## src/hw/rtl/ilte_pkg.sv

```systemverilog
// ----------------------------------------------------------------------------
// ilte_pkg
// Shared widths, register indexes, payload types, controller states and the
// command and status groups of the interface line-tension energy unit.
// ----------------------------------------------------------------------------
`default_nettype none

package ilte_pkg;

   // Coordinate width used for the difference arithmetic.
   localparam int COORD_BITS = 32;
   localparam int FIELD_W    = 32;
   localparam int DIFF_W     = COORD_BITS + 1;
   localparam int ROOT_W     = DIFF_W + 1;
   localparam int SQ_W       = 2 * ROOT_W;
   localparam int REM_W      = ROOT_W + 3;
   localparam int BOX_W      = 31;
   localparam int LEN_W      = 48;
   localparam int HALF_W     = LEN_W / 2;
   localparam int TEN_W      = 32;
   localparam int MUL_W      = (DIFF_W > TEN_W) ? DIFF_W : TEN_W;
   localparam int PROD_W     = 2 * MUL_W;
   localparam int FULL_W     = PROD_W + HALF_W;
   localparam int EN_W       = 64;
   localparam int ADD_W      = ((ROOT_W > LEN_W) ? ROOT_W : LEN_W) + 1;
   localparam int STEP_W     = $clog2(ROOT_W + 1);
   localparam int CSR_ADDR_W = 4;
   localparam int CSR_DATA_W = 32;

   // Register indexes, taken from paddr[3:2].
   localparam logic [1:0] REG_TENSION = 2'd0;
   localparam logic [1:0] REG_BOX_X   = 2'd1;
   localparam logic [1:0] REG_BOX_Y   = 2'd2;
   localparam logic [1:0] REG_BOX_Z   = 2'd3;

   localparam logic [1:0] AXIS_X = 2'd0;
   localparam logic [1:0] AXIS_Y = 2'd1;
   localparam logic [1:0] AXIS_Z = 2'd2;

   typedef struct packed {
      logic signed [FIELD_W-1:0] node_x;
      logic signed [FIELD_W-1:0] node_y;
      logic signed [FIELD_W-1:0] node_z;
      logic signed [FIELD_W-1:0] nbr_x;
      logic signed [FIELD_W-1:0] nbr_y;
      logic signed [FIELD_W-1:0] nbr_z;
      logic                      node_in_a;
      logic                      nbr_in_a;
      logic                      periodic;
      logic                      empty_node;
      logic                      last_edge;
      logic                      last_node;
   } req_type;

   typedef struct packed {
      logic signed [EN_W-1:0] node_energy;
      logic signed [EN_W-1:0] total_energy;
      logic                   total_valid;
   } rsp_type;

   typedef struct packed {
      logic [TEN_W-1:0] tension;
      logic [BOX_W-1:0] box_x;
      logic [BOX_W-1:0] box_y;
      logic [BOX_W-1:0] box_z;
   } cfg_type;

   typedef enum logic [3:0] {
      ST_IDLE,
      ST_DECIDE,
      ST_DIFF,
      ST_MOD,
      ST_WRAP,
      ST_SQ,
      ST_ACC,
      ST_ROOT,
      ST_LEN,
      ST_MLO,
      ST_MHI,
      ST_SAT,
      ST_NEG,
      ST_ESUM,
      ST_OUT
   } state_type;

   typedef struct packed {
      logic       load;
      logic       diff;
      logic       mod_step;
      logic       wrap;
      logic       sq;
      logic       acc;
      logic       root_step;
      logic       len;
      logic       mlo;
      logic       mhi;
      logic       sat;
      logic       neg;
      logic       esum;
      logic       out_load;
      logic [1:0] axis;
   } cmd_type;

   typedef struct packed {
      logic mixed;
      logic empty;
      logic ends;
      logic wrap;
      logic slot_free;
   } stat_type;

endpackage

`default_nettype wire

```

## src/hw/rtl/ilte_ctrl.sv

```systemverilog
// ----------------------------------------------------------------------------
// ilte_ctrl
// Sequencer that steps the datapath through wrap, square, root and energy.
// ----------------------------------------------------------------------------
`default_nettype none

module ilte_ctrl (
   input  wire logic               clock,
   input  wire logic               reset,
   input  wire logic               req_valid,
   output logic                    req_stall,
   input  wire ilte_pkg::stat_type stat,
   output ilte_pkg::cmd_type       cmd
);
   import ilte_pkg::*;

   state_type           state_ff, state_in;
   logic [STEP_W-1:0]   step_ff, step_in;
   logic [1:0]          axis_ff, axis_in;
   logic                mod_last, root_last;

   assign mod_last  = (step_ff == STEP_W'(DIFF_W - 1));
   assign root_last = (step_ff == STEP_W'(ROOT_W - 1));
   assign req_stall = (state_ff != ST_IDLE);

   // Next state.
   always_comb begin
      state_in = state_ff;
      case (state_ff)
         ST_IDLE:   if (req_valid) state_in = ST_DECIDE;
         ST_DECIDE: begin
            if (stat.empty)      state_in = ST_MLO;
            else if (stat.mixed) state_in = ST_DIFF;
            else if (stat.ends)  state_in = ST_MLO;
            else                 state_in = ST_IDLE;
         end
         ST_DIFF:   state_in = stat.wrap ? ST_MOD : ST_WRAP;
         ST_MOD:    if (mod_last) state_in = ST_WRAP;
         ST_WRAP:   state_in = ST_SQ;
         ST_SQ:     state_in = ST_ACC;
         ST_ACC:    state_in = (axis_ff == AXIS_Z) ? ST_ROOT : ST_DIFF;
         ST_ROOT:   if (root_last) state_in = ST_LEN;
         ST_LEN:    state_in = stat.ends ? ST_MLO : ST_IDLE;
         ST_MLO:    state_in = ST_MHI;
         ST_MHI:    state_in = ST_SAT;
         ST_SAT:    state_in = ST_NEG;
         ST_NEG:    state_in = ST_ESUM;
         ST_ESUM:   state_in = ST_OUT;
         ST_OUT:    if (stat.slot_free) state_in = ST_IDLE;
         default:   state_in = ST_IDLE;
      endcase
   end

   // Step and axis counters.
   always_comb begin
      step_in = '0;
      if ((state_ff == ST_MOD && !mod_last) || (state_ff == ST_ROOT && !root_last)) begin
         step_in = step_ff + 1'b1;
      end
      axis_in = axis_ff;
      if (state_ff == ST_DECIDE) axis_in = AXIS_X;
      else if (state_ff == ST_ACC) axis_in = axis_ff + 1'b1;
   end

   // Command outputs.
   always_comb begin
      cmd           = '0;
      cmd.axis      = axis_ff;
      cmd.load      = (state_ff == ST_IDLE) && req_valid;
      cmd.diff      = (state_ff == ST_DIFF);
      cmd.mod_step  = (state_ff == ST_MOD);
      cmd.wrap      = (state_ff == ST_WRAP);
      cmd.sq        = (state_ff == ST_SQ);
      cmd.acc       = (state_ff == ST_ACC);
      cmd.root_step = (state_ff == ST_ROOT);
      cmd.len       = (state_ff == ST_LEN);
      cmd.mlo       = (state_ff == ST_MLO);
      cmd.mhi       = (state_ff == ST_MHI);
      cmd.sat       = (state_ff == ST_SAT);
      cmd.neg       = (state_ff == ST_NEG);
      cmd.esum      = (state_ff == ST_ESUM);
      cmd.out_load  = (state_ff == ST_OUT) && stat.slot_free;
   end

   always_ff @(posedge clock) begin
      if (reset) begin
         state_ff <= ST_IDLE;
         step_ff  <= '0;
         axis_ff  <= AXIS_X;
      end else begin
         state_ff <= state_in;
         step_ff  <= step_in;
         axis_ff  <= axis_in;
      end
   end

endmodule

`default_nettype wire

```

## config.mk

```make
export PLATFORM = sky130hd
export DESIGN_NAME = ilte_ctrl
export DESIGN_NICKNAME = d
export VERILOG_FILES = /design/src/hw/rtl/ilte_pkg.sv /design/src/hw/rtl/ilte_ctrl.sv
export SDC_FILE = /design/constraint.sdc
export NUM_CORES = 1
export LEC_CHECK = 0
export ABC_AREA = 1
export BUFFER_PORTS_ARGS = -buffer_cell sky130_fd_sc_hd__buf_2
export CAP_MARGIN = 5
export CORE_MARGIN = 10
export CORE_UTILIZATION = 45
export DETAILED_ROUTE_END_ITERATION = 8
export GPL_TIMING_DRIVEN = 0
export PLACE_DENSITY = 0.81
export SLEW_MARGIN = 15
export SYNTH_ARGS = -nofsm -noshare
export SYNTH_HDL_FRONTEND = slang
export SYNTH_SLANG_ARGS = --single-unit
```

## constraint.sdc

```tcl
create_clock -name clock -period 1.1 [get_ports clock]
set_clock_uncertainty 0.1 [all_clocks]
set_input_delay 0.055 -clock clock [delete_from_list [all_inputs] [get_ports clock]]
set_output_delay 0.055 -clock clock [all_outputs]
set_load 0.02 [all_outputs]
```

==> results of run 1 <==
==> flip-flops by register name, indices dropped and copies added, names as in the netlist <==
| signal | count |
|---|---|
| state_ff | 4 |
| step_ff | 6 |
| axis_ff | 2 |
==> cell families (layout without fill, tap and decap cells) <==
| family | Yosys count | count (layout) | share of synthesized area, % |
|---|---|---|---|
| buffers and inverters | 28 | 65 | 12.28 |
| and+or+nand+nor | 85 | 85 | 43.13 |
| DFF | 12 | 12 | 28.07 |
| xor gates and xnor gates | 3 | 3 | 3.071 |
| AOI/OAI and AO/OA | 11 | 11 | 7.603 |
| adders and majority gates | 4 | 4 | 5.848 |
==> worst paths after layout <==
| path | from | to | depth (start not counted) |
|---|---|---|---|
| worst max register to register | state_ff[2]$_SDFFE_PP0P_ | state_ff[1]$_SDFFE_PP0P_ | 7 |
| worst min-delay path | stat[0] | state_ff[3]$_SDFFE_PP0P_ | 4 |
| worst min register to register | step_ff[0]$_SDFF_PP0_ | step_ff[0]$_SDFF_PP0_ | 1 |
| worst max-delay path | state_ff[2]$_SDFFE_PP0P_ | state_ff[1]$_SDFFE_PP0P_ | 7 |
==> per-stage QoR <==
step	hold WS [ps]	util (%)	total power, mW	instances
finish	-19.11	82.48	2.464	205
detailed placement	178.7	62.84	1.568	192
CTS	-19.62	75.04	2.197	201
global placement	169.3	62.84	1.544	192
floorplan	14.36	-	1.325	143
global route	6.590	82.48	2.610	205
==> layout make-up <==
| class | instances | share of cell area (%) |
|---|---|---|
| multi-input cells | 103 | 51.07 |
| inverters | 28 | 8.083 |
| well taps | 25 | 2.150 |
| flip-flops and latches | 12 | 17.97 |
| clock buffers | 4 | 2.494 |
| repair buffers | 33 | 18.23 |
==> metal layers <==
metal  global-route usage (%)  up-vias
met1                    12.51      486
li1                         -      518
met2                    26.63       43
met5                        0        -
met3                    2.827       13
met4                    6.284        0
==> worst reg2reg max path, delay by kind of cell (launching register included) <==
kind / cells / cell delay (ps)
flops: 1 / 450
simple gates: 3 / 400
buf+inv: 3 / 260
compound gates: 1 / 100
==> repair_timing <==
action | 4_1_cts | 5_1_grt
pin swaps | 10 | 18
setup buffers | 4 | 4
cloned | 0 | 0
hold buffers | 1 | 0
endpoints found under the setup margin | 27 | 27
hold endpoints to repair | 4 | 0
gates resized for setup | 44 | 30
==> where the power goes <==
group / switching (mW) / internal (mW)
sequential: 0.195 / 0.505
combinational: 0.860 / 0.556
clock: 0.145 / 0.201
==> placed cells by master, fill, tap and decap left out <==
| master | count |
|---|---|
| a211oi_2 | 1 |
| a21oi_1 | 6 |
| a21oi_2 | 1 |
| buf_2 | 9 |
| buf_4 | 13 |
| buf_6 | 10 |
| clkbuf_4 | 3 |
| clkbuf_8 | 1 |
| dfxtp_1 | 5 |
| dfxtp_2 | 2 |
| dfxtp_4 | 5 |
| dlygate4sd3_1 | 1 |
| ha_1 | 3 |
| ha_2 | 1 |
| inv_1 | 19 |
| inv_2 | 5 |
| inv_4 | 3 |
| inv_6 | 1 |
| nand2_1 | 14 |
| nand2_2 | 10 |
| nand2_4 | 6 |
| nand2_8 | 2 |
| nand3_1 | 6 |
| nand3_2 | 6 |
| nand4_1 | 2 |
| nor2_1 | 16 |
| nor2_2 | 9 |
| nor2_4 | 10 |
| nor3_1 | 2 |
| nor3_2 | 1 |
| nor3_4 | 1 |
| o211ai_1 | 1 |
| o21a_1 | 1 |
| o21bai_1 | 1 |
| xor2_1 | 3 |
==> metrics.yaml, run 1 <==
grt_usage_pct: 13.43
maxUsedRoutingLayer: "met4"
worst_pin_slew_ps: 250.7
pre_cts_ws_ps: -235.3
antenna_found_initial: 0
crit_chain: "nor2_4 > buf_6 > nand3_2 > buf_4 > inv_1 > nor3_1 > a21oi_1"
multiInputGateArea_um2: 743.2
fin_crit_ps: 1417
holdWs_ps: -19.11
setup_viol: 27
cts-buffers-inserted: 3
area_delta_synth_final_pct: 70.03
p_leak_nw: 0.6591
ant_nets: 0
met1Wirelength_um: 1088
firstDrtPassIters: 4
synth_common_cells: "32 x nor2_1, 29 x nand2_1, 27 x inv_1, 12 x dfxtp_1, 12 x nand3_1"
cts_root_buf: "clkbuf_4"
rsz0062_at_grt: "yes"
synth_top_area_share_pct: 28.07
fillers: 119
synth_edf_count: 0
hpwlAfterDp_um: 1985
drive_gt1_share_pct: 55.56
die-height_um: 63.61
wl_met2_um: 1607
worst-setup-path-type: "flip-flop to flip-flop"
grt.overflow.total: 0
clk_pin_slew_ps: 80
fp.dieW_um: 63.61
grt_max_degree: 8
fmax_mhz: 705.6
hold_class: "primary input to flip-flop"
synth.distinct_cells: 19
power-per-cell-area_nw_per_um2: 1693
slowest_stage: "dfxtp_4"
yosysWarnings: 0
post-route-period-util_pct: 128.8
placement.io_buffers: 24
max-cap-violations: 0
routedWlPerCell_um: 14.68
clock_sinks: 12
netlist_area_um2: 855.8
core_area_um2: 1764
path_delay_family: "flip-flops"
synth_ff_type: "dfxtp_1"
vias: 1060
critical_path.max_stage_delay_ps: 450
hold_viol: 1
ios: 25
wl_met3_um: 182
die-area_um2: 4046
num_rows: 15
reg2reg_slack_ps: -320
yosysSeqAreaShare_pct: 28.07
end_kind: "flip-flop"
violations: "hold timing, setup timing"
synth.area.top_cells: "dfxtp_1 28%, nor2_1 14%, nand2_1 13%, inv_1 12%, nand3_1 7.0%"
synth_fp_nets: 155
crit_fanout: 7
synthArstFlopShare_pct: 0
path_buf_inv: 3
wirelength_um: 3009
drc: 0
critPathRequiredTime_ps: 1160
htreeDepth: 1
setup_ws_ps: -317.2
clockBufferDepth: 2
dpl-instance-area_um2: 1109
yosysTopAreaCell: "dfxtp_1"
netlist_instances: 143
avgSynthCellArea_um2: 5.985
drv_slew: 0
cts_tree: "yes"
finalInstanceArea_um2: 1455
maxSlewHeadroom_pct: 83.16
peakVddDrop_v: 0.001041
regArea_um2: 261.5
antennaDiodeCount: 0
critPathArrivalTime_ps: 1480
status: "finished, violations left"
startpoint_type: "flip-flop"
place_congestion: 0.9046
setup_tns_ps: -5806
grt_pass1_wl_um: 4567
start_util_pct: 48.51
ys_seq_elements: 12
synth_most_common_cell: "nor2_1"
first_global_vias: 1000
drtIter0Drc: 33
nets: 193
clk-insertion-delay-late_ps: 280
vias_per_cell: 5.171
(Power assumes the default switching activity.)
==> run 2, diff against run 1 <==
Settings changed: ABC_CLOCK_PERIOD_IN_PS set to 1680, CELL_PAD_IN_SITES_DETAIL_PLACEMENT set to 0, CELL_PAD_IN_SITES_GLOBAL_PLACEMENT set to 1, CORE_UTILIZATION 45 to 36, PLACE_DENSITY 0.81 to 0.89.
Clock period 1.1 ns to 1.68 ns, I/O delays scaled along.
==> metrics.yaml, run 2 (same netlist as run 1, synthesis figures left out) <==
power-per-cell-area_nw_per_um2: 1074  # -37%
startpoint: "state_ff[0]$_SDFFE_PP0P_"
hold_class: "primary input to flip-flop"
post-route-period-util_pct: 91.91
top_regs: "step_ff (6), state_ff (4), axis_ff (2)"
hpwlAfterDp_um: 1919  # -3.3%
switching_share_pct: 45.68  # -3.1 points
antenna_found_initial: 0  # unchanged
p_seq_share_pct: 32.9  # +4.5 points
clock_sinks: 12  # unchanged
vias: 919  # -13%
max-cap-violations: 0  # unchanged
worst-setup-path-type: "flip-flop to output port"
vias_per_cell: 4.595  # -11%
hold_viol: 0  # -1
wirelength_um: 2202  # -27%
slowest_stage: "dfxtp_1"
status: "finished clean"
setup_ws_ps: 135.8  # +453.0 ps
reg2regPathDepth: 7  # unchanged
cts_root_buf: "clkbuf_4"
worst_pin_slew_ps: 323.7  # +73.02 ps
routedWlPerCell_um: 11.01  # -25%
hp-start: "stat[0]"
drv_slew: 0  # unchanged
clk_pin_slew_ps: 70  # about the same
clockBufferDepth: 2  # unchanged
place_congestion: 0.8886  # -1.8%
cts_tree: "yes"
peakVddDrop_v: 0.0008132  # -22%
placement.io_buffers: 24  # unchanged
clk-insertion-delay-late_ps: 270  # about the same
htreeDepth: 1  # unchanged
final_cell_mix: "31 x nor2_1, 29 x nand2_1, 27 x inv_1"
drtIter0Drc: 26  # -21%
crit_chain: "inv_1 > nand2_1 > nor2_2 > buf_2"
cts-buffers-inserted: 3  # unchanged
grt_max_degree: 8  # unchanged
grt_usage_pct: 9.928  # -3.5 points
ant_nets: 0  # unchanged
cts_setup_buffers: 0  # -4
p_int_mw: 0.6191  # -51%
fp.dieW_um: 68.76  # +8.1%
p_leak_nw: 0.5718  # -13%
reg2reg_slack_ps: 220  # +540 ps
hold_end: "state_ff[3]$_SDFFE_PP0P_"
ios: 25  # unchanged
path_delay_family: "flip-flops"
dpl-instance-area_um2: 1011  # -8.8%
drc: 0  # unchanged
rsz0062_at_grt: "no"
comb_power_share_pct: 47.1  # -10 points
holdPathStages: 4  # unchanged
start_util_pct: 38.32  # -10 points
grt.overflow.total: 0  # unchanged
die-height_um: 68.76  # +8.1%
area_delta_synth_final_pct: 23.98
largest_reg_flops: 6  # unchanged
pre_cts_ws_ps: 225.6  # +460.9 ps
path_depth: 4  # -3
worst_r2r_startpoint: "state_ff[2]$_SDFFE_PP0P_"
antennaDiodeCount: 0  # unchanged
startpoint_type: "flip-flop"
placedCellCount: 195  # +1.6%
critical_path.max_stage_delay_ps: 400  # -50 ps
critPathRequiredTime_ps: 1500  # +340 ps
fillers: 238  # +100%
grt_pass1_wl_um: 3726  # -18%
layout.cells.non_filler: 200  # -2.4%
maxSlewHeadroom_pct: 78.34  # -4.8 points
rr_endpoint: "step_ff[2]$_SDFF_PP0_"
drive_gt1_share_pct: 22.09  # -33 points
core_area_um2: 2233  # +27%
die-area_um2: 4727  # +17%
top_register: "step_ff"
path_buf_inv: 2  # -1
finalInstanceArea_um2: 1061  # -27%
clkPwrFrac_pct: 19.9  # +5.8 points
firstDrtPassIters: 4  # unchanged
first_global_vias: 914  # -8.6%
p_switching_mw: 0.5207  # -57%
end_kind: "output port"
fmax_mhz: 647.6
setup_viol: 0  # -100%
setup_tns_ps: 0  # +5806 ps
fin_crit_ps: 1544
num_rows: 17  # +2
nets: 185  # -4.1%
critPathArrivalTime_ps: 1360  # -120 ps
crit_fanout: 6  # -1
final_common_cell: "nor2_1"
## run 2: cell count changes in the layout (fill, tap and decap cells not counted), sizes merged
cell,change
buf,-8
## run 2: cell type report
| class | instances | area, um2 | share of cell area (%) |
|---|---|---|---|
| multi-input combinational | 103 | 513.0 | 48.35 |
| sequential | 12 | 241.5 | 22.76 |
| timing repair buffer | 25 | 130.1 | 12.26 |
| inverter | 28 | 105.1 | 9.906 |
| clock buffer | 4 | 36.28 | 3.420 |
| tap | 28 | 35.03 | 3.302 |
## run 2: tightest hold or removal path: cells and delay by family
| family | cells | cell delay, ps |
|---|---|---|
| AOI/OAI and AO/OA | 1 | 70 |
| buffers and inverters | 2 | 110 |
| and+or+nand+nor | 1 | 110 |
## run 2: how the worst max path moves through the flow
stage	endpoint	slack (ps)
floorplan	axis_ff[0]$_SDFFE_PP0P_	250
global placement	step_ff[2]$_SDFF_PP0_	230
detailed placement	step_ff[2]$_SDFF_PP0_	230
CTS	cmd[10]	60
global route	cmd[13]	30
finish	cmd[10]	140
## run 2: per-layer routing
layer | routed length (um) | share of wire [%] | global-route usage [%] | vias up
li1 | - | - | - | 502
met1 | 898 | 41 | 10.28 | 395
met2 | 1109 | 50 | 17.86 | 20
met3 | 176 | 8.0 | 3.704 | 2
met4 | 17 | 0.77 | 3.695 | 0
met5 | 0 | 0 | 0 | -
## run 2: power groups by stage
| stage | registers, mW | logic, mW | clock network, mW |
|---|---|---|---|
| 4_1_cts | 0.372 | 0.545 | 0.236 |
| 3_3_place_gp | 0.378 | 0.534 | 0 |
| 5_1_grt | 0.380 | 0.619 | 0.249 |
| 6_report | 0.375 | 0.537 | 0.227 |
| 3_5_place_dp | 0.379 | 0.542 | 0 |
| 2_1_floorplan | 0.368 | 0.397 | 0 |
## run 2: per-stage QoR
| step | power (mW) | utilization (%) | hold WS [ps] |
|---|---|---|---|
| final | 1.140 | 47.51 | 41.03 |
| after detailed placement | 0.9210 | 45.27 | 217.8 |
| after global placement | 0.9121 | 45.27 | 211.7 |
| after CTS | 1.153 | 47.34 | 47.20 |
| after floorplan | 0.7650 | - | 53.07 |
| after global routing | 1.249 | 47.51 | 85.44 |
## run 2: what timing repair did
| item | in CTS | in global routing |
|---|---|---|
| endpoints found under the setup margin | 0 | 2 |
| hold buffers | 1 | 0 |
| hold endpoints to repair | 4 | 0 |
| gates resized for setup | 0 | 2 |
==> run 3, diff against run 2 <==
Settings changed: CAP_MARGIN 5 to 20, CTS_CLUSTER_SIZE set to 16, PLACE_DENSITY 0.89 to unset, PLACE_DENSITY_LB_ADDON set to 0.1.
==> metrics.yaml, run 3 (same netlist as run 1, synthesis figures left out) <==
clk_pin_slew_ps: 70  # about the same
htreeDepth: 1  # unchanged
layout.cells.non_filler: 199  # -0.50%
critPathArrivalTime_ps: 1390  # +30 ps
end_kind: "output port"
crit_fanout: 7  # +1
area_delta_synth_final_pct: 22.22
critical_path.max_stage_delay_ps: 490  # +90 ps
firstDrtPassIters: 4  # unchanged
setup_viol: 0  # unchanged
cts-buffers-inserted: 3  # unchanged
crit_end: "cmd[10]"
grt_max_degree: 8  # unchanged
core_area_um2: 2233  # unchanged
start_util_pct: 38.32  # unchanged
rr_endpoint: "state_ff[2]$_SDFFE_PP0P_"
power-per-cell-area_nw_per_um2: 1030  # -4.1%
worst-setup-path-type: "flip-flop to output port"
die-height_um: 68.76  # unchanged
cts_tree: "yes"
worst_pin_slew_ps: 300.1  # -23.57 ps
drive_gt1_share_pct: 21.05  # -1.0 points
vias_per_cell: 4.729  # +2.9%
antennaDiodeCount: 0  # unchanged
critPathRequiredTime_ps: 1500  # about the same
placement.io_buffers: 24  # unchanged
worst_r2r_startpoint: "state_ff[1]$_SDFFE_PP0P_"
vias: 941  # +2.4%
startpoint_type: "flip-flop"
crit_chain: "nand2_1 > nor2_2 > buf_2"
clock_sinks: 12  # unchanged
final_common_cell: "nor2_1"
peakVddDrop_v: 0.0005825  # -28%
hpwlAfterDp_um: 2021  # +5.3%
fp.dieW_um: 68.76  # unchanged
path_depth: 3  # -1
path_buf_inv: 1  # -1
status: "finished clean"
ant_nets: 0  # unchanged
largest_reg_flops: 6  # unchanged
top_regs: "step_ff (6), state_ff (4), axis_ff (2)"
reg2regPathDepth: 8  # +1
fin_crit_ps: 1574  # +30.07 ps
grt_pass1_wl_um: 3795  # +1.9%
hold_viol: 0  # unchanged
fmax_mhz: 635.2  # -1.9%
utilization_pct: 46.83  # -0.67 points
grt_usage_pct: 10.22  # +0.29 points
slowest_stage: "dfxtp_1"
holdWs_ps: 68.82  # +27.78 ps
top_register: "step_ff"
drc: 0  # unchanged
final_cell_mix: "31 x nor2_1, 29 x nand2_1, 27 x inv_1"
ios: 25  # unchanged
post-route-period-util_pct: 93.70  # +1.8 points
path_delay_family: "flip-flops"
placedCellCount: 195  # unchanged
startpoint: "state_ff[1]$_SDFFE_PP0P_"
max-cap-violations: 0  # unchanged
maxSlewHeadroom_pct: 79.92  # +1.6 points
reg2reg_slack_ps: 220  # about the same
clk-insertion-delay-late_ps: 260  # about the same
first_global_vias: 932  # +2.0%
power_mw: 1.078  # -5.5%
hold_class: "primary input to flip-flop"
place_congestion: 0.8202  # -7.7%
num_rows: 17  # unchanged
drtIter0Drc: 68  # +160%
clockBufferDepth: 2  # unchanged
p_leak_nw: 0.5641  # -1.3%
antenna_found_initial: 0  # unchanged
drv_slew: 0  # unchanged
grt.overflow.total: 0  # unchanged
nets: 185  # unchanged
routedWlPerCell_um: 11.77  # +6.9%
cts_root_buf: "clkbuf_4"
die-area_um2: 4727  # unchanged
wirelength_um: 2342  # +6.4%
run 3: cell types whose count changed in the layout (fill, tap and decap cells not counted):
cell / before / now
dfxtp_2: 1 / 0
clkbuf_8: 1 / 0
dfxtp_1: 11 / 12
run 3: power by group:
group | switching (mW) | leakage [nW] | internal (mW)
Combinational | 0.364 | 0.453 | 0.171
Sequential | 0.0626 | 0.0971 | 0.315
Clock | 0.0824 | 0.0138 | 0.0826
Total | 0.509 | 0.564 | 0.569
run 3: final cells by class:
class                           count  area [um2]
Clock buffer                        3       22.52
Sequential cell                    12       240.2
Multi-Input combinational cell    103       513.0
Inverter                           28       105.1
Timing Repair Buffer               25       130.1
Fill cell                         290        1187
Tap cell                           28       35.03
run 3: worst min-delay path, stage by stage:
cell and delay, ps:
buf_2 70, inv_1 40, nand3_1 110, a21oi_1 70
run 3: what timing repair did:
action | CTS | global route
buffers inserted | 0 | 0
resized for setup | 0 | 1
setup endpoints to repair | 0 | 1
hold endpoints to repair | 4 | 0
hold buffers | 1 | 0
run 3: how the worst min path moves through the flow:
stage / cells after the start / end / slack [ps] / from
4_1_cts: 4 / state_ff[3]$_SDFFE_PP0P_ / 70 / stat[0]
6_report: 4 / state_ff[3]$_SDFFE_PP0P_ / 70 / stat[0]
3_5_place_dp: 2 / state_ff[0]$_SDFFE_PP0P_ / 220 / reset
2_1_floorplan: 1 / state_ff[0]$_SDFFE_PP0P_ / 50 / reset
5_1_grt: 4 / state_ff[3]$_SDFFE_PP0P_ / 90 / stat[0]
3_3_place_gp: 2 / state_ff[0]$_SDFFE_PP0P_ / 210 / reset
run 3: metrics by stage:
step	TNS (ps)	instance area [um2]	setup slack, ps
after floorplan	0	855.8	247.3
after global placement	0	1011	235.2
after detailed placement	0	1011	224.4
after CTS	0	1044	38.23
after global routing	-11.07	1046	-11.07
final	0	1046	105.8
run 3: metal layers:
layer | vias to the layer above | wire, um | global-route usage [%]
li1 | 497 | - | -
met1 | 423 | 899 | 10.46
met2 | 19 | 1234 | 19.12
met3 | 2 | 197 | 2.576
met4 | 0 | 10 | 4.433
met5 | - | 0 | 0
